File: config.mk
export PLATFORM = sky130hd
export DESIGN_NAME = dsi_mul
export DESIGN_NICKNAME = d
export VERILOG_FILES = /design/src/hw/rtl/dsi_pkg.sv /design/src/hw/rtl/dsi_mul.sv
export SDC_FILE = /design/constraint.sdc
export NUM_CORES = 2
export LEC_CHECK = 0
export ABC_AREA = 1
export ABC_CLOCK_PERIOD_IN_PS = 6400
export BUFFER_PORTS_ARGS = -buffer_cell sky130_fd_sc_hd__buf_2
export CORE_MARGIN = 8
export CORE_UTILIZATION = 55
export DETAILED_ROUTE_END_ITERATION = 6
export PLACE_DENSITY_LB_ADDON = 0.25
export SLEW_MARGIN = 10
export SYNTH_ARGS = -nofsm -noshare
export SYNTH_HDL_FRONTEND = slang
export SYNTH_SLANG_ARGS = --single-unit
File: constraint.sdc
create_clock -name clk -period 6.4 [get_ports clk]
set_input_delay 1.28 -clock clk [delete_from_list [all_inputs] [get_ports clk]]
set_output_delay 1.28 -clock clk [all_outputs]
set_load 0.05 [all_outputs]
File: src/hw/rtl/dsi_pkg.sv
// Types, constants and the microcode store shared by the damped spring integrator.
`default_nettype none
package dsi_pkg;

  localparam int unsigned DATA_W    = 32;
  localparam int unsigned COEF_W    = 20;
  localparam int unsigned CFG_IDX_W = 8;
  localparam int unsigned MUL_A_W   = 44;
  localparam int unsigned ACC_W     = 44;
  localparam int unsigned PROD_W    = 53;
  localparam int unsigned SUM_W     = 38;
  localparam int unsigned REM_W     = 16;
  localparam int unsigned DT_W      = 9;
  localparam int unsigned FRAC_K    = 10;
  localparam int unsigned FRAC_T    = 16;

  localparam logic [REM_W-1:0]  MAX_DELTA    = 16'd65535;
  localparam logic [DT_W-1:0]   SUBSTEP      = 9'd273;
  localparam logic [COEF_W-1:0] STIFF_RESET  = 20'd122880;
  localparam logic [COEF_W-1:0] DAMP_RESET   = 20'd6144;
  localparam logic signed [DATA_W-1:0] REST_LIMIT = 32'sd7;

  localparam logic [CFG_IDX_W-1:0] REG_STIFFNESS = 8'd0;
  localparam logic [CFG_IDX_W-1:0] REG_DAMPING   = 8'd1;

  typedef enum logic [1:0] {
    REQ_UPDATE = 2'd0,
    REQ_KICK   = 2'd1,
    REQ_SET    = 2'd2,
    REQ_CLEAR  = 2'd3
  } req_t;

  typedef enum logic [2:0] {
    ST_MUL_KX  = 3'd0,
    ST_MUL_CV  = 3'd1,
    ST_ACC_SUB = 3'd2,
    ST_MUL_AD  = 3'd3,
    ST_UPD_V   = 3'd4,
    ST_MUL_VD  = 3'd5,
    ST_UPD_X   = 3'd6,
    ST_FINISH  = 3'd7
  } step_t;

  typedef enum logic [1:0] {
    A_X   = 2'd0,
    A_V   = 2'd1,
    A_ACC = 2'd2
  } a_sel_t;

  typedef enum logic [1:0] {
    B_K  = 2'd0,
    B_C  = 2'd1,
    B_DT = 2'd2
  } b_sel_t;

  typedef enum logic [1:0] {
    ACC_HOLD     = 2'd0,
    ACC_LOAD_NEG = 2'd1,
    ACC_SUB      = 2'd2
  } acc_op_t;

  typedef enum logic [1:0] {
    JMP_NEXT = 2'd0,
    JMP_LOOP = 2'd1,
    JMP_END  = 2'd2
  } jmp_t;

  typedef struct packed {
    a_sel_t  a_sel;
    b_sel_t  b_sel;
    logic    mul_en;
    acc_op_t acc_op;
    logic    v_upd;
    logic    x_upd;
    jmp_t    jmp;
    step_t   target;
  } uword_t;

  typedef struct packed {
    logic   busy;
    uword_t uw;
  } ctrl_t;

  typedef struct packed {
    logic more;
    logic out_free;
  } cond_t;

  function automatic uword_t ucode(input step_t s);
    uword_t w;
    w = '{a_sel: A_X, b_sel: B_K, mul_en: 1'b0, acc_op: ACC_HOLD, v_upd: 1'b0,
          x_upd: 1'b0, jmp: JMP_NEXT, target: ST_MUL_KX};
    case (s)
      ST_MUL_KX: begin
        w.a_sel = A_X; w.b_sel = B_K; w.mul_en = 1'b1;
      end
      ST_MUL_CV: begin
        w.a_sel = A_V; w.b_sel = B_C; w.mul_en = 1'b1; w.acc_op = ACC_LOAD_NEG;
      end
      ST_ACC_SUB: begin
        w.acc_op = ACC_SUB;
      end
      ST_MUL_AD: begin
        w.a_sel = A_ACC; w.b_sel = B_DT; w.mul_en = 1'b1;
      end
      ST_UPD_V: begin
        w.v_upd = 1'b1;
      end
      ST_MUL_VD: begin
        w.a_sel = A_V; w.b_sel = B_DT; w.mul_en = 1'b1;
      end
      ST_UPD_X: begin
        w.x_upd = 1'b1; w.jmp = JMP_LOOP; w.target = ST_MUL_KX;
      end
      ST_FINISH: begin
        w.jmp = JMP_END;
      end
      default: begin
        w.jmp = JMP_END;
      end
    endcase
    return w;
  endfunction

  function automatic logic signed [DATA_W-1:0] sat32(input logic signed [SUM_W-1:0] s);
    logic signed [SUM_W-1:0] hi;
    logic signed [SUM_W-1:0] lo;
    hi = SUM_W'(32'sh7FFF_FFFF);
    lo = -(SUM_W'(32'sh7FFF_FFFF)) - SUM_W'(1);
    if (s > hi) begin
      return 32'sh7FFF_FFFF;
    end else if (s < lo) begin
      return 32'sh8000_0000;
    end
    return s[DATA_W-1:0];
  endfunction

  function automatic logic is_small(input logic signed [DATA_W-1:0] v);
    return (v <= REST_LIMIT) && (v >= -REST_LIMIT);
  endfunction

endpackage
`default_nettype wire

File: src/hw/rtl/dsi_mul.sv
// Shared signed-by-unsigned multiplier with registered product.
`default_nettype none
module dsi_mul (
  input  wire logic                                 clk,
  input  wire logic                                 en,
  input  wire logic signed [dsi_pkg::MUL_A_W-1:0]   a,
  input  wire logic [dsi_pkg::COEF_W-1:0]           b,
  output logic signed [dsi_pkg::PROD_W-1:0]         prod_r
);

  logic signed [dsi_pkg::MUL_A_W+dsi_pkg::COEF_W:0] full;

  assign full = a * $signed({1'b0, b});

  always_ff @(posedge clk) begin
    if (en) begin
      prod_r <= full[dsi_pkg::PROD_W-1:0];
    end
  end

endmodule
`default_nettype wire

# Yosys cells after proc, flatten, opt, wreduce, memory -nomap -nowiden
# Cells that the tools add are included.
classes:
  multipliers: 1
op_table:
  columns: ["cell", "n"]
  rows:
  - ["$mul A44 B21 Y53", 1]
totals:
  ff_bits: 53
  inputBits: 66
  out_inout_bits: 53
  word_cells: 2

# Logic depth before layout (Yosys ltp)
logic_depth:
  ltp_word: 1
  ltp_mapped: 31
  ltp_nobuf: 29

# Worst setup path before layout
# OpenSTA, ideal clock, no wires.
synth_path:
  kind: "input-to-reg"
  startpoint: "input b[3] in the netlist's numbering"
  endpoint: "register prod_r[51] in the netlist's numbering, data pin"
  setup_ps: 259
  t_arrival_ps: 6730
  setup_slack_ps: -589
  cell_stages: 23
  path_buffers: 2
  cell_sequence: "clkbuf_1 > clkbuf_1 > nand2_1 > inv_1 > fa_1 > inv_1 > fa_1 > fa_1 > inv_1 > fa_1 > inv_1 > fa_1 > inv_1 > fa_1 > fa_1 > ha_1 > inv_1 > nor3_1 > nand2_1 > nor3_1 > nand3_1 > nand3_1 > xor2_1"
synth_via:
  elab_chain_len: 1
synth_rtl:
  columns: ["element", "line_no", "text"]
  rows:
  - ["from (decl)", "dsi_mul.sv:7", "input wire logic [dsi_pkg::COEF_W-1:0] b,"]
  - ["$mul A44 B21 Y53", "dsi_mul.sv:13", "assign full = a * $signed({1'b0, b});"]
  - ["named net full, one bit", "dsi_mul.sv:11", "logic signed [dsi_pkg::MUL_A_W+dsi_pkg::COEF_W:0] full;"]
  - ["to (signal assigned)", "dsi_mul.sv:17", "prod_r <= full[dsi_pkg::PROD_W-1:0];"]
  - ["to (decl)", "dsi_mul.sv:8", "output logic signed [dsi_pkg::PROD_W-1:0] prod_r"]
# The timed path passes the listed nets, and every way through them passes these cells.
# A chain may end at the register's enable or synchronous reset.

# Worst setup path after layout
layout_path:
  startpoint: "input b[9] in the netlist's numbering"
  endpoint: "register prod_r[31] in the netlist's numbering, data pin"
# Same word-level chain as after synthesis.

==> metrics.yaml <==
status: "finished, violations left"
violations: "negative setup slack"
path_clk_slew_ns: 0.08
worstSetupPathType: "in -> reg"
yosysWarnings: 0
grt_overflow: 0
worstMarginPinSlew_ns: 0.759
multi_input_area_sq_um: 24200
pre_cts_ws_ns: -1.05
area_growth_pct: 25.8
worstPathArrival_ns: 7.14
dpl.cell_count: 4967
min_period_ns: 6.95
gp_congestion: 0.927
die-area_sq_um: 61700
timing.max_cap.violations: 0
drc_errors: 0
postRouteAntennaNets: 0
fin_util_pct: 69.8
ys_types: 36
netlist_area_sq_um: 29700
vias: 25500
numPortBuffers: 118
fin_cells: 5023
fin_crit_sh_pct: 109
grt_pass1_wl_microns: 144000
track_usage_pct: 29.1
worst_slack_ns: -0.550
top_regs: "prod_r x53"
critPathMaxStageDelay_ns: 0.58
critPathBufInv: 10
numCtsBuffers: 5
largest_reg_flops: 53
cpMostUsedCell: "fa_1"
die_w_microns: 248
cts_tree: "done"
syn_nets: 4854
worstPathRequired_ns: 6.59
critPathTopFamily: "adder cells"
htreeDepth: 2
crit_slowest_cell: "fa_1"
avgSynthCellArea_sq_um: 7.56
drv_slew: 0
ff_latch_area_sq_um: 1590
finalWirelength_microns: 90600
row_count: 85
antenna_found_initial: 4
fillCellCount: 4084
ctsHoldBuffers: 0
grt_max_degree: 54
ys_ff_latch: 53
clockBufferDepth: 2
initial_core_util_pct: 55.5
syn_inst: 3932
cp_max_fo: 5
fin_worst_hold_slack_ns: 1.68
cts-root-buf: "clkbuf_16"
setup_violations: 42
top_register: "prod_r"
seq_area_frac_synth_pct: 5.35
max_slew_margin_pct: 49.4
nNetsFinal: 5245
drt_iter0_markers: 1924
io_pins: 119
post_drt_wl_per_cell_microns: 18.0
min_path_type: "in -> reg"
core_area_sq_um: 53600
fmax_mhz: 144
hold_viol: 0
avgViaCountPerCell: 5.08
drive_gt1_share_pct: 22.6
grt_pass1_vias: 27300
endpoint_kind: "register"
dp_hpwl_microns: 72500
fp.dieH_microns: 248
clkSinkCount: 53
rsz0062_at_grt: "true"
dr.pass1.iters: 6
start_kind: "input port"
## stage by stage
step	setup TNS [ns]	cell area, sq um
after floorplan	-5.43	30800
after global placement	-34.40	34900
after detailed placement	-37.07	34900
after CTS	-12.96	36400
after global routing	-22.91	37400
final	-15.94	37400
## area by class of cell
type	count	area share, %
well taps	696	2.33
multi-input cells	2300	64.7
flip-flops and latches	53	4.26
repair buffers	560	14.2
inverters	1403	14.1
diodes	3	0.0201
clock inverters	3	0.0770
clock buffers	5	0.335
## cell families after synthesis
logic type / synth area share [%]
AO/OA/AOI/OAI: 2.29
adder cells (fa/ha/maj): 54.3
XOR/XNOR: 1.09
buffers and inverters: 20.0
flip-flops: 5.35
AND/OR/NAND/NOR: 17.0
## path summary, 6_finish.rpt
check | start | endpoint | slack (ns) | depth (start not counted)
max | b[9] | prod_r[31] | -0.55 | 26
min | en | prod_r[0] | 1.68 | 2
## cells in the mapped netlist
library cell | n | area share, %
inv_1 | 1395 | 18
nand2_1 | 1075 | 14
fa_1 | 722 | 49
clkbuf_1 | 153 | 1.9
ha_1 | 134 | 5.6
nor2_1 | 96 | 1.2
nand3_1 | 64 | 1.1
a21oi_1 | 63 | 1.1
edfxtp_1 | 53 | 5.4
o21ai_0 | 27 | 0.45
xor2_1 | 25 | 0.74
nor3_1 | 13 | 0.22
xnor2_1 | 12 | 0.35
buf_1 | 11 | 0.14
buf_2 | 10 | 0.17
nor2_2 | 10 | 0.21
a21o_1 | 8 | 0.20
inv_2 | 8 | 0.10
nand4_1 | 7 | 0.15
o21bai_1 | 7 | 0.18
nand2_2 | 6 | 0.13
a21oi_2 | 4 | 0.12
nand3_2 | 4 | 0.13
o21a_1 | 4 | 0.10
o21ai_1 | 4 | 0.067
a31oi_1 | 3 | 0.063
clkbuf_2 | 2 | 0.034
nand3b_1 | 2 | 0.050
nor2_4 | 2 | 0.076
o211ai_1 | 2 | 0.050
and2_1 | 1 | 0.021
and3_1 | 1 | 0.021
nand3b_4 | 1 | 0.067
nor3_2 | 1 | 0.034
nor4_1 | 1 | 0.021
or2_1 | 1 | 0.021
## what timing repair did
| action | in CTS | in global routing |
|---|---|---|
| cloned | 8 | 4 |
| resized for setup | 289 | 199 |
| endpoints found under the setup margin | 41 | 44 |
| pin swaps | 143 | 96 |
| buffers inserted | 29 | 16 |
## layer usage
metal	share of wire, %	global-route usage (%)	wire, microns	vias to the layer above
li1	-	-	-	11500
met1	37	35.0	33500	12700
met2	51	52.9	46000	1019
met3	6.7	3.30	6030	317
met4	5.6	11.9	5110	2
met5	0.014	0	13	-
## placed cells by master, fill, tap and decap left out, drive strengths merged
master  Yosys  layout
o211ai      2       2
inv      1403    1405
buf        21     555
or2         1       1
and2        1       1
a21o        8       8
clkinv      0       1
o21ai      31      31
clkbuf    155       9
diode       0       3
a21oi      67      67
xnor2      12      12
bufbuf      0       1
nor2      108     108
ha        134     134
o21a        4       4
fa        722     722
nor3       14      14
nand4       7       7
nand2    1081    1081
edfxtp     53      53
nor4        1       1
nand3b      3       3
a31oi       3       3
o21bai      7       7
and3        1       1
xor2       25      25
nand3      68      68
Power is not shown: default switching activity piles up to over one toggle a cycle in this logic, so the estimate is an artifact.
