===== config.mk =====
export PLATFORM = sky130hd
export DESIGN_NAME = dsi_useq
export DESIGN_NICKNAME = d
export VERILOG_FILES = /design/src/hw/rtl/dsi_pkg.sv /design/src/hw/rtl/dsi_useq.sv
export SDC_FILE = /design/constraint.sdc
export NUM_CORES = 1
export LEC_CHECK = 0
export BUFFER_PORTS_ARGS = -buffer_cell sky130_fd_sc_hd__buf_2
export CORE_AREA = 2 2 39 41
export DETAILED_ROUTE_END_ITERATION = 7
export DIE_AREA = 0 0 41 43
export REMOVE_ABC_BUFFERS = 1
export SLEW_MARGIN = 20
export SYNTH_ARGS = -nofsm -noshare
export SYNTH_HDL_FRONTEND = slang
export SYNTH_SLANG_ARGS = --single-unit

===== constraint.sdc =====
create_clock -name clk -period 3.85 [get_ports clk]
set_input_delay 1.155 -clock clk [delete_from_list [all_inputs] [get_ports clk]]
set_output_delay 1.155 -clock clk [all_outputs]
set_load 0.005 [all_outputs]

===== src/hw/rtl/dsi_pkg.sv =====
// Types, constants and the microcode store shared by the damped spring integrator.
`default_nettype none
package dsi_pkg;

  localparam int unsigned DATA_W    = 32;
  localparam int unsigned COEF_W    = 20;
  localparam int unsigned CFG_IDX_W = 8;
  localparam int unsigned MUL_A_W   = 44;
  localparam int unsigned ACC_W     = 44;
  localparam int unsigned PROD_W    = 53;
  localparam int unsigned SUM_W     = 38;
  localparam int unsigned REM_W     = 16;
  localparam int unsigned DT_W      = 9;
  localparam int unsigned FRAC_K    = 10;
  localparam int unsigned FRAC_T    = 16;

  localparam logic [REM_W-1:0]  MAX_DELTA    = 16'd65535;
  localparam logic [DT_W-1:0]   SUBSTEP      = 9'd273;
  localparam logic [COEF_W-1:0] STIFF_RESET  = 20'd122880;
  localparam logic [COEF_W-1:0] DAMP_RESET   = 20'd6144;
  localparam logic signed [DATA_W-1:0] REST_LIMIT = 32'sd7;

  localparam logic [CFG_IDX_W-1:0] REG_STIFFNESS = 8'd0;
  localparam logic [CFG_IDX_W-1:0] REG_DAMPING   = 8'd1;

  typedef enum logic [1:0] {
    REQ_UPDATE = 2'd0,
    REQ_KICK   = 2'd1,
    REQ_SET    = 2'd2,
    REQ_CLEAR  = 2'd3
  } req_t;

  typedef enum logic [2:0] {
    ST_MUL_KX  = 3'd0,
    ST_MUL_CV  = 3'd1,
    ST_ACC_SUB = 3'd2,
    ST_MUL_AD  = 3'd3,
    ST_UPD_V   = 3'd4,
    ST_MUL_VD  = 3'd5,
    ST_UPD_X   = 3'd6,
    ST_FINISH  = 3'd7
  } step_t;

  typedef enum logic [1:0] {
    A_X   = 2'd0,
    A_V   = 2'd1,
    A_ACC = 2'd2
  } a_sel_t;

  typedef enum logic [1:0] {
    B_K  = 2'd0,
    B_C  = 2'd1,
    B_DT = 2'd2
  } b_sel_t;

  typedef enum logic [1:0] {
    ACC_HOLD     = 2'd0,
    ACC_LOAD_NEG = 2'd1,
    ACC_SUB      = 2'd2
  } acc_op_t;

  typedef enum logic [1:0] {
    JMP_NEXT = 2'd0,
    JMP_LOOP = 2'd1,
    JMP_END  = 2'd2
  } jmp_t;

  typedef struct packed {
    a_sel_t  a_sel;
    b_sel_t  b_sel;
    logic    mul_en;
    acc_op_t acc_op;
    logic    v_upd;
    logic    x_upd;
    jmp_t    jmp;
    step_t   target;
  } uword_t;

  typedef struct packed {
    logic   busy;
    uword_t uw;
  } ctrl_t;

  typedef struct packed {
    logic more;
    logic out_free;
  } cond_t;

  function automatic uword_t ucode(input step_t s);
    uword_t w;
    w = '{a_sel: A_X, b_sel: B_K, mul_en: 1'b0, acc_op: ACC_HOLD, v_upd: 1'b0,
          x_upd: 1'b0, jmp: JMP_NEXT, target: ST_MUL_KX};
    case (s)
      ST_MUL_KX: begin
        w.a_sel = A_X; w.b_sel = B_K; w.mul_en = 1'b1;
      end
      ST_MUL_CV: begin
        w.a_sel = A_V; w.b_sel = B_C; w.mul_en = 1'b1; w.acc_op = ACC_LOAD_NEG;
      end
      ST_ACC_SUB: begin
        w.acc_op = ACC_SUB;
      end
      ST_MUL_AD: begin
        w.a_sel = A_ACC; w.b_sel = B_DT; w.mul_en = 1'b1;
      end
      ST_UPD_V: begin
        w.v_upd = 1'b1;
      end
      ST_MUL_VD: begin
        w.a_sel = A_V; w.b_sel = B_DT; w.mul_en = 1'b1;
      end
      ST_UPD_X: begin
        w.x_upd = 1'b1; w.jmp = JMP_LOOP; w.target = ST_MUL_KX;
      end
      ST_FINISH: begin
        w.jmp = JMP_END;
      end
      default: begin
        w.jmp = JMP_END;
      end
    endcase
    return w;
  endfunction

  function automatic logic signed [DATA_W-1:0] sat32(input logic signed [SUM_W-1:0] s);
    logic signed [SUM_W-1:0] hi;
    logic signed [SUM_W-1:0] lo;
    hi = SUM_W'(32'sh7FFF_FFFF);
    lo = -(SUM_W'(32'sh7FFF_FFFF)) - SUM_W'(1);
    if (s > hi) begin
      return 32'sh7FFF_FFFF;
    end else if (s < lo) begin
      return 32'sh8000_0000;
    end
    return s[DATA_W-1:0];
  endfunction

  function automatic logic is_small(input logic signed [DATA_W-1:0] v);
    return (v <= REST_LIMIT) && (v >= -REST_LIMIT);
  endfunction

endpackage
`default_nettype wire


===== src/hw/rtl/dsi_useq.sv =====
// Microcode sequencer: step counter, control store and loop jump.
`default_nettype none
module dsi_useq (
  input  wire logic           clk,
  input  wire logic           rst_n,
  input  wire logic           start,
  input  wire dsi_pkg::cond_t cond,
  output dsi_pkg::ctrl_t      ctrl
);

  logic           busy_r;
  dsi_pkg::step_t step_r;
  dsi_pkg::uword_t uw;

  assign uw        = dsi_pkg::ucode(step_r);
  assign ctrl.busy = busy_r;
  assign ctrl.uw   = uw;

  always_ff @(posedge clk) begin
    if (!rst_n) begin
      busy_r <= 1'b0;
      step_r <= dsi_pkg::ST_MUL_KX;
    end else if (start) begin
      busy_r <= 1'b1;
      step_r <= dsi_pkg::ST_MUL_KX;
    end else if (busy_r) begin
      case (uw.jmp)
        dsi_pkg::JMP_NEXT: begin
          step_r <= dsi_pkg::step_t'(step_r + 3'd1);
        end
        dsi_pkg::JMP_LOOP: begin
          step_r <= cond.more ? uw.target : dsi_pkg::step_t'(step_r + 3'd1);
        end
        dsi_pkg::JMP_END: begin
          if (cond.out_free) begin
            busy_r <= 1'b0;
          end
        end
        default: begin
          busy_r <= 1'b0;
        end
      endcase
    end
  end

  a_start_enters: assert property (@(posedge clk) disable iff (!rst_n)
    start |=> busy_r && step_r == dsi_pkg::ST_MUL_KX)
    else $error("sequencer did not enter program on start");

  a_end_only: assert property (@(posedge clk) disable iff (!rst_n)
    $fell(busy_r) |-> $past(uw.jmp == dsi_pkg::JMP_END && cond.out_free))
    else $error("sequencer left program outside its end step");

  a_loop_needs_more: assert property (@(posedge clk) disable iff (!rst_n)
    busy_r && !start && uw.jmp == dsi_pkg::JMP_LOOP && cond.more |=> step_r == uw.target)
    else $error("sequencer missed loop jump");

endmodule
`default_nettype wire


==> Yosys cells after proc, flatten, opt, wreduce, memory -nomap -nowiden <==
Index checks and enable logic that the tools add are counted.
{ "classes": {"add_sub_neg": 1, "bitwise": 1, "mux": 11, "eq_ne": 9, "n_reduce_logical": 6} }
{ "op_table": {"columns": ["cell", "count"], "rows": [
  ["one-hot mux 5 bit (4 select lines)", 1],
  ["equality test 3 bit, second input constant", 4],
  ["one-hot mux 2 bit (2 select lines)", 2],
  ["equality test 3 x 2 -> 1 bit, second input constant", 2],
  ["one-hot mux 3 bit (2 select lines)", 1],
  ["two-way mux 1 bit", 5],
  ["OR reduction 2 bit", 2],
  ["adder 3 x 1 -> 3 bit, second input constant", 1],
  ["equality test 3 x 1 -> 1 bit, second input constant", 1],
  ["logical NOT 3 bit", 1],
  ["two-way mux 3 bit", 1],
  ["equality test 2 x 1 -> 1 bit, second input constant", 1],
  ["equality test 2 bit, second input constant", 1],
  ["logical NOT 2 bit", 1],
  ["one-hot mux 1 bit (2 select lines)", 1],
  ["AND reduction 2 bit", 1],
  ["nonzero test 2 bit", 1],
  ["inverter 1 bit", 1]
]} }
{ "word_totals": {"word_cells": 30, "register_bits": 4, "in_bits": 5, "output_inout_bits": 15} }

==> Depth between registers and ports, before layout <==
Gate-level depths: netlist (run 1).
{ "depth": {"depth_word": 7, "depth_mapped": 5, "depth_no_buf": 5} }

==> Worst setup path before layout (run 1) <==
Ideal clock, no wire load.
{ "synth_path": {"kind": "reg2out", "start": "reg step_r[0]", "end": "out ctrl[13] in the netlist's numbering", "arrival_ps": 1041, "stages_incl_launch_ff": 5, "setup_slack_ps": 1654, "path_cell_list": "dfxtp_1 > ha_1 > nor3b_1 > a21oi_1 > and2_1"} }
{ "synth_lines": {"columns": ["element", "line_no", "rtl"], "rows": [
  ["start, declared", "dsi_useq.sv:12", "dsi_pkg::step_t step_r;"],
  ["start signal, assigned", "dsi_useq.sv:22", "step_r <= dsi_pkg::ST_MUL_KX;"],
  ["start signal, assigned", "dsi_useq.sv:25", "step_r <= dsi_pkg::ST_MUL_KX;"],
  ["start signal, assigned", "dsi_useq.sv:29", "step_r <= dsi_pkg::step_t'(step_r + 3'd1);"],
  ["end, declared", "dsi_useq.sv:8", "output dsi_pkg::ctrl_t ctrl"]
]} }

==> impl_results.md, run 1 <==
- CTS resizes: 0
- Drt drc: 0
- Root buffer cell: clkbuf_4
- Number of H-tree levels: 1
- Setup Skew: 0.00556 ns
- ANT cells: 0
- Post-synthesis sequential area ratio: 0.207
- Worst-path clk slew: 0.04 ns
- Fin cells: 76
- Share of the core filled with cells: 0.333
- Vias in the first global route: 293
- CP Max Fanout: 5
- CP Class: reg -> out
- CTS tree: done
- Post-Synthesis Cells: 46
- Synth Register Bits: 4
- GR Util met2: 0.147
- Postcts setup bufs: 0
- Final setup viols: 0
- I/O pins: 20
- Fmax: 0.383 GHz
- Status: finished clean
- Die Y: 43 µm
- Cts bufs inserted: 3
- RSZ-0062 raised after global routing: no
- Pwr Density: 237 mW/mm²
- Post-synth top flop: dfxtp_1
- Share of the synthesized area in the top cell type: 0.207
- Fin crit share: 0.677
- Clock latency at the later pin of the worst-skew pair: 0.23 ns
- Yosys warning total: 0
- Netlist cell types: 20
- Placed cells: 73
- Share of cells above drive strength 1: 0.400
- Commonest cells in the netlist: buf_4 (6), ha_1 (6), dfxtp_1 (4), inv_1 (4)
- Worst EP required: 2.69 ns
- Post-DP HPWL: 572 µm
- Die ar.: 0.00176 mm²
- Met3 Use GR: 0.0314
- WL/cell: 8.95 µm
- Drt first pass iters: 3
- Final Hold Viols: 0
- Starting DRC count in detailed routing: 1
- Post-synth EDFFs: 0
- Remaining global-route overflow: 0
- # rows: 14
- Chip Width: 41 µm
- Vias per inst: 4.17
- Synth top area cells: dfxtp_1 (21%), ha_1 (19%), buf_4 (12%)
- Mapped Area: 387 µm²
- Worst EP arrival: 1.45 ns
- Gr usage total: 0.100
- Synth Area per Inst: 8.40 µm²
- Max-cap violations: 0
- Placer Congestion: 0.605
- Buffers on Ports: 16
- Post-synth top area cell: dfxtp_1
- Setup TNS Final: 0 ns
- Layout net count: 73
- Min Tclk post-route: 2.61 ns
- Syn-to-layout area delta: 19.1%
- M1 GR Usage: 0.112
- Worst setup SP type: register
- Hold buffers post-CTS: 0
- GRT busiest layer: met2
- Via count: 317
- Pin count of the biggest net entering global routing: 12
- Slew Viols, Final: 0
- Clk buf depth: 2
- Post-synthesis async set-or-reset flop share: 0
- CP Capture Type: output pin
- First-pass GRT wire length: 1170 µm
- Final WL: 680 µm
- Leakage: 0.246 nW
- # clock sinks: 4
- Core Area: 0.00138 mm²
- Antenna violations before repair: 0
- Maximum vdd drop: 0.0940 mV
- Number of nets still failing antenna checks after routing: 0
- Initial core utilization: 0.279
- HP Class: reg -> reg
[sequential cells by signal (all words and copies together) (netlist names)]
| register | count |
|---|---|
| step_r | 3 |
| busy_r | 1 |
[metrics by stage]
stage	instance area (µm²)	power, mW	setup slack, ns	hold WS [ns]
floorplan	338	0.0530	1.65	0.474
global placement	438	0.0586	1.53	0.488
detailed placement	438	0.0589	1.48	0.496
CTS	460	0.111	1.23	0.501
global route	460	0.119	1.08	0.547
finish	460	0.109	1.24	0.498
[power breakdown]
part / internal [mW] / switching [mW]
clock: 0.0348 / 0.0164
sequential: 0.0431 / 0.00138
combinational: 0.00667 / 0.00689
[placed cells by master (no fill, tap or decap), drive strengths merged, types with 3 or more instances in the layout]
cell type  Yosys  routed
buf            7      16
ha             6       6
inv            4       4
dfxtp          4       4
a21oi          3       3
nor2           3       3
nand2b         3       3
conb           1       3
clkbuf         0       3
and2           3       3
[worst max-delay path, cell delays in order, from the launching register on]
cell     delay, ns
dfxtp_1       0.33
ha_1          0.25
nor3b_1       0.27
a21oi_1       0.08
and2_1        0.16
buf_2         0.12
[logic make-up (layout without fill, tap and decap cells)]
| logic type | count (synthesis) | in the layout | share of synthesized area |
|---|---|---|---|
| flip-flops | 4 | 4 | 0.207 |
| adder cells (fa/ha/maj) | 6 | 6 | 0.194 |
| AND/OR/NAND/NOR | 18 | 18 | 0.295 |
| buffers and inverters | 11 | 23 | 0.184 |
| multiplexers | 1 | 1 | 0.0291 |
| AO/OA/AOI/OAI | 5 | 5 | 0.0809 |
| other | 1 | 3 | 0.00970 |
[layout make-up]
class	instances	area, µm²
Fill cell	160	923
Multi-Input combinational cell	33	243
Sequential cell	4	80.1
Timing Repair Buffer	16	80.1
Clock buffer	3	22.5
Tap cell	16	20.0
Inverter	4	15.0
[final timing paths]
kind / start / to / slack, ns / cells after the start
worst max-delay path: step_r[0] / ctrl[13] / 1.24 / 5
worst min register to register: step_r[0] / step_r[0] / 0.50 / 2
worst max register to register: step_r[0] / step_r[0] / 2.24 / 5
worst min-delay path: step_r[0] / step_r[0] / 0.50 / 2
[layer usage]
layer	vias to the layer above	routed length [µm]
li1	167	-
met1	137	261
met3	0	62
met5	-	0
met4	0	0
met2	13	356
No activity file was read; power rests on OpenSTA's default activity.
==> inputs of run 2 (changes only) <==
- clock period: 3.85 -> 2.5 ns (I/O delays scaled with it)
==> run 2 against run 1 <==
Compared with the run above:
- sequential power is 54% higher
- flip-flop and latch count did not move
- die area unchanged
- combinational power is 52% higher
- hold slack lost 0.0035 ns
- final cell count is the same
- sequential share of layout area stayed put
- first-iteration DRC count is the same
- setup slack lost 0.93 ns
- critical endpoint unchanged
- critical path depth unchanged
- total power is 51% higher
- final area unchanged
==> impl_results.md, run 2 (synthesized netlist as in run 1, its figures left out) <==
- Status: finished clean (unchanged)
- Share of cells above drive strength 1: 0.400 (unchanged)
- Final setup viols: 0 (unchanged)
- Die ar.: 0.00176 mm² (unchanged)
- Final WL: 655 µm (was 680 µm)
- Slew Viols, Final: 0 (unchanged)
- Root buffer cell: clkbuf_4 (unchanged)
- Clock latency at the later pin of the worst-skew pair: 0.23 ns (about the same)
- Via count: 318 (was 317)
- Area after DPL: 438 µm² (unchanged)
- Drt drc: 0 (unchanged)
- Core Area: 0.00138 mm² (unchanged)
- Worst-path clk slew: 0.04 ns (about the same)
- Antenna violations before repair: 0 (unchanged)
- Fin crit share: 0.876
- Setup Skew: 0.00215 ns (was 0.00556 ns)
- CTS tree: done (unchanged)
- Share of the core filled with cells: 0.333 (unchanged)
- Largest register by flop count: step_r (unchanged)
- I/O pins: 20 (unchanged)
- Layout net count: 73 (unchanged)
- Post-DP HPWL: 567 µm (was 572 µm)
- Vias in the first global route: 266 (was 293)
- ANT cells: 0 (unchanged)
- Starting DRC count in detailed routing: 1 (unchanged)
- Total power: 0.166 mW (was 0.109 mW)
- Syn-to-layout area delta: 19.1% (unchanged)
- RSZ-0062 raised after global routing: no (unchanged)
- Pwr Density: 360 mW/mm² (was 237 mW/mm²)
- Commonest non-fill, non-tap cell in the layout: buf_2 (unchanged)
- Top flop regs: step_r: 3 flops, busy_r: 1 flops (unchanged)
- Remaining global-route overflow: 0 (unchanged)
- Launch point of the worst reg-to-reg path: step_r[0] (unchanged)
- Cts bufs inserted: 3 (unchanged)
- Postcts setup bufs: 0 (unchanged)
- Drt first pass iters: 2 (was 3)
- CTS resizes: 0 (unchanged)
- Number of nets still failing antenna checks after routing: 0 (unchanged)
- Buffers on Ports: 16 (unchanged)
- Worst EP arrival: 1.44 ns (was 1.45 ns)
- Clk buf depth: 2 (unchanged)
- Final Hold Viols: 0 (unchanged)
- Max FFs per register: 3 (unchanged)
- # clock sinks: 4 (unchanged)
- Setup TNS Final: 0 ns (unchanged)
- Commonest cells after routing, fill and taps aside: buf_2 (16), ha_1 (6), inv_1 (4), dfxtp_1 (4) (unchanged)
- Worst EP required: 1.75 ns (was 2.69 ns)
- Hold path start: step_r[0] (unchanged)
- HP Class: reg -> reg (unchanged)
- Chip Width: 41 µm (unchanged)
- Hold slack final: 0.495 ns (was 0.498 ns)
- Critical Path Source: step_r[0] (unchanged)
- Max-cap violations: 0 (unchanged)
- Placer Congestion: 0.605 (about the same)
- Maximum vdd drop: 0.133 mV (was 0.0940 mV)
- Pin count of the biggest net entering global routing: 12 (unchanged)
- Fmax: 0.456 GHz
- CP Class: reg -> out (unchanged)
- Min Tclk post-route: 2.19 ns
- Hold buffers post-CTS: 0 (unchanged)
- First-pass GRT wire length: 1060 µm (was 1170 µm)
- Vias per inst: 4.18 (was 4.17)
- WL/cell: 8.62 µm (was 8.95 µm)
- Die Y: 43 µm (unchanged)
- Leakage: 0.246 nW (unchanged)
- Worst setup SP type: register (unchanged)
- Number of H-tree levels: 1 (unchanged)
- CP Max Fanout: 5 (unchanged)
- Design area: 460 µm² (unchanged)
- # rows: 14 (unchanged)
- Gr usage total: 0.0924 (was 0.100)
- Initial core utilization: 0.279 (unchanged)
- CP Capture Type: output pin (unchanged)
run 2: cell counts in the layout (fill, tap and decap cells not counted):
No cell type changed its count.
run 2: layout make-up:
cell class | count | area, µm²
Timing Repair Buffer | 16 | 80.1
Sequential cell | 4 | 80.1
Fill cell | 155 | 923
Clock buffer | 3 | 22.5
Tap cell | 16 | 20.0
Inverter | 4 | 15.0
Multi-Input combinational cell | 33 | 243
run 2: worst max-delay path, stage by stage (launching register included):
cell and delay [ns]:
dfxtp_1 0.33, ha_1 0.25, nor3b_1 0.27, a21oi_1 0.08
and2_1 0.17, buf_2 0.12
run 2: worst paths after layout:
| kind | slack (ns) | end | cells after the start |
|---|---|---|---|
| setup / recovery | 0.31 | ctrl[13] | 5 |
| hold reg to reg | 0.49 | step_r[0] | 2 |
| hold / removal | 0.49 | step_r[0] | 2 |
| setup reg to reg | 0.91 | step_r[0] | 5 |
run 2: through the flow:
stage / setup WS, ns / std cells
2_1_floorplan: 0.700 / 41
3_3_place_gp: 0.589 / 73
3_5_place_dp: 0.534 / 73
4_1_cts: 0.282 / 76
5_1_grt: 0.143 / 76
6_report: 0.309 / 76
run 2: power by group:
| part | internal [mW] | switching [mW] | total, mW |
|---|---|---|---|
| Combinational | 0.0103 | 0.0104 | 0.0207 |
| Sequential | 0.0665 | 0.00201 | 0.0685 |
| Clock | 0.0535 | 0.0230 | 0.0764 |
| Total | 0.130 | 0.0353 | 0.166 |
run 2: routing by layer:
metal / up-vias / share of wire / global-route usage / routed length [µm]
li1: 170 / - / - / -
met1: 137 / 0.41 / 0.0932 / 266
met2: 11 / 0.51 / 0.141 / 331
met3: 0 / 0.087 / 0.0471 / 57
met4: 0 / 0 / 0.0600 / 0
met5: - / 0 / 0 / 0
==> inputs of run 3 (changes only) <==
- clock period: 2.5 -> 2.2 ns (I/O delays scaled with it)
==> run 3 against run 2 <==
Compared with the run above:
- combinational power rose by 14%
- clock power is 14% higher
- total power up 14%
- global-route usage unchanged
- core utilization is 0.36 points higher
- final cell count did not move
- register-to-register slack lost 0.32 ns
- routed wire length rose by 1.4%
- sequential power is 14% higher
- critical path depth unchanged
- flip-flop and latch count stayed put
- critical endpoint unchanged
==> impl_results.md, run 3 (synthesized netlist as in run 1, its figures left out) <==
- Starting DRC count in detailed routing: 1 (unchanged)
- CP Capture Type: output pin (unchanged)
- # fillers: 155 (unchanged)
- Number of H-tree levels: 1 (unchanged)
- Fmax: 0.491 GHz
- CTS tree: done (unchanged)
- Remaining global-route overflow: 0 (unchanged)
- # rows: 14 (unchanged)
- WL/cell: 8.74 µm (was 8.62 µm)
- Setup Skew: 0.00215 ns (unchanged)
- CP Class: reg -> out (unchanged)
- Antenna violations before repair: 0 (unchanged)
- Via count: 318 (unchanged)
- Multi-input gate area: 248 µm² (was 243 µm²)
- Pwr Density: 404 mW/mm² (was 360 mW/mm²)
- CP Max Fanout: 5 (unchanged)
- Commonest non-fill, non-tap cell in the layout: buf_2 (unchanged)
- ANT cells: 0 (unchanged)
- Cts bufs inserted: 3 (unchanged)
- Core Area: 0.00138 mm² (unchanged)
- Max-cap violations: 0 (unchanged)
- Status: finished clean (unchanged)
- Post-DP HPWL: 567 µm (unchanged)
- Initial core utilization: 0.279 (unchanged)
- Final WL: 664 µm (was 655 µm)
- Buffers on Ports: 16 (unchanged)
- Clk buf depth: 2 (unchanged)
- Final setup viols: 0 (unchanged)
- Slew Viols, Final: 0 (unchanged)
- Worst setup SP type: register (unchanged)
- Number of nets still failing antenna checks after routing: 0 (unchanged)
- Drt drc: 0 (unchanged)
- Top flop regs: step_r: 3 flops, busy_r: 1 flops (unchanged)
- Share of cells above drive strength 1: 0.417 (was 0.400)
- Min Tclk post-route: 2.04 ns
- Hold Crit Depth: 2 (unchanged)
- Die Y: 43 µm (unchanged)
- Root buffer cell: clkbuf_4 (unchanged)
- Leakage: 0.251 nW (was 0.246 nW)
- Vias per inst: 4.18 (unchanged)
- Max FFs per register: 3 (unchanged)
- HP Class: reg -> reg (unchanged)
- Hold slack final: 0.495 ns (about the same)
- Final Hold Viols: 0 (unchanged)
- Largest register by flop count: step_r (unchanged)
- RR Endpoint: step_r[0] (unchanged)
- Die ar.: 0.00176 mm² (unchanged)
- # clock sinks: 4 (unchanged)
- Gr usage total: 0.0924 (unchanged)
- Syn-to-layout area delta: 20.4% (was 19.1%)
- Reg2Reg Setup Slack: 0.59 ns (was 0.91 ns)
- Worst EP arrival: 1.38 ns (was 1.44 ns)
- Reg area: 80.1 µm² (unchanged)
- Placer Congestion: 0.605 (unchanged)
- Chip Width: 41 µm (unchanged)
- Layout net count: 73 (unchanged)
- Drt first pass iters: 2 (unchanged)
- Pin count of the biggest net entering global routing: 12 (unchanged)
- Clock latency at the later pin of the worst-skew pair: 0.23 ns (about the same)
- Postcts setup bufs: 0 (unchanged)
- Worst-path clk slew: 0.04 ns (about the same)
- Vias in the first global route: 266 (unchanged)
- R2R cell count: 5 (unchanged)
- Worst EP required: 1.54 ns (was 1.75 ns)
- Worst Hold End: step_r[0] (unchanged)
- Maximum vdd drop: 0.151 mV (was 0.133 mV)
- Fin crit share: 0.925
- Launch point of the worst reg-to-reg path: step_r[1] (was step_r[0])
- First-pass GRT wire length: 1060 µm (unchanged)
- Setup TNS Final: 0 ns (unchanged)
- Hold path start: step_r[0] (unchanged)
- RSZ-0062 raised after global routing: no (unchanged)
- Commonest cells after routing, fill and taps aside: buf_2 (16), ha_1 (6), inv_1 (4), dfxtp_1 (4) (unchanged)
- I/O pins: 20 (unchanged)
==> run 3: cell type report <==
| class | instances | share of cell area |
|---|---|---|
| well taps | 16 | 0.0430 |
| repair buffers | 16 | 0.172 |
| inverters | 4 | 0.0323 |
| clock buffers | 3 | 0.0484 |
| multi-input cells | 33 | 0.532 |
| flip-flops and latches | 4 | 0.172 |
==> run 3: worst max path at each step <==
stage	startpoint	slack [ns]	to	cells past startpoint
final	step_r[1]	0.16	ctrl[13]	5
after global routing	step_r[0]	0.04	ctrl[13]	5
after CTS	step_r[0]	0.07	ctrl[13]	5
after detailed placement	step_r[1]	0.32	ctrl[13]	5
after global placement	step_r[1]	0.38	ctrl[13]	5
after floorplan	step_r[0]	0.49	ctrl[13]	4
==> run 3: critical path: stages (launching register included) <==
cell,delay [ns]
dfxtp_1,0.34
ha_1,0.25
nor3b_2,0.21
a21oi_1,0.07
and2_1,0.17
buf_2,0.12
==> run 3: power by group <==
group | switching (mW) | internal, mW
clock | 0.0261 | 0.0608
sequential | 0.00231 | 0.0755
combinational | 0.0118 | 0.0118
total | 0.0402 | 0.148
==> run 3: metal layers <==
metal  part of all wire  GRT usage  vias up
li1                   -          -      169
met1               0.39     0.0932      138
met2               0.52      0.141       11
met3              0.086     0.0471        0
met4                  0     0.0600        0
met5                  0          0        -
==> run 3: stage by stage <==
step | util | power (mW) | setup WS, ns | instance area, µm² | instances
final | 0.336 | 0.188 | 0.164 | 465 | 76
after global routing | 0.336 | 0.208 | 0.0388 | 465 | 76
after CTS | 0.333 | 0.194 | 0.0725 | 460 | 76
after detailed placement | 0.316 | 0.103 | 0.324 | 438 | 73
after global placement | 0.316 | 0.102 | 0.379 | 438 | 73
after floorplan | - | 0.0927 | 0.490 | 338 | 41
==> run 3: what timing repair did <==
action                     in CTS  in global routing
hold buffers                    0                  0
resized for setup               0                  1
setup endpoints to repair       0                  1
hold endpoints to repair        0                  0
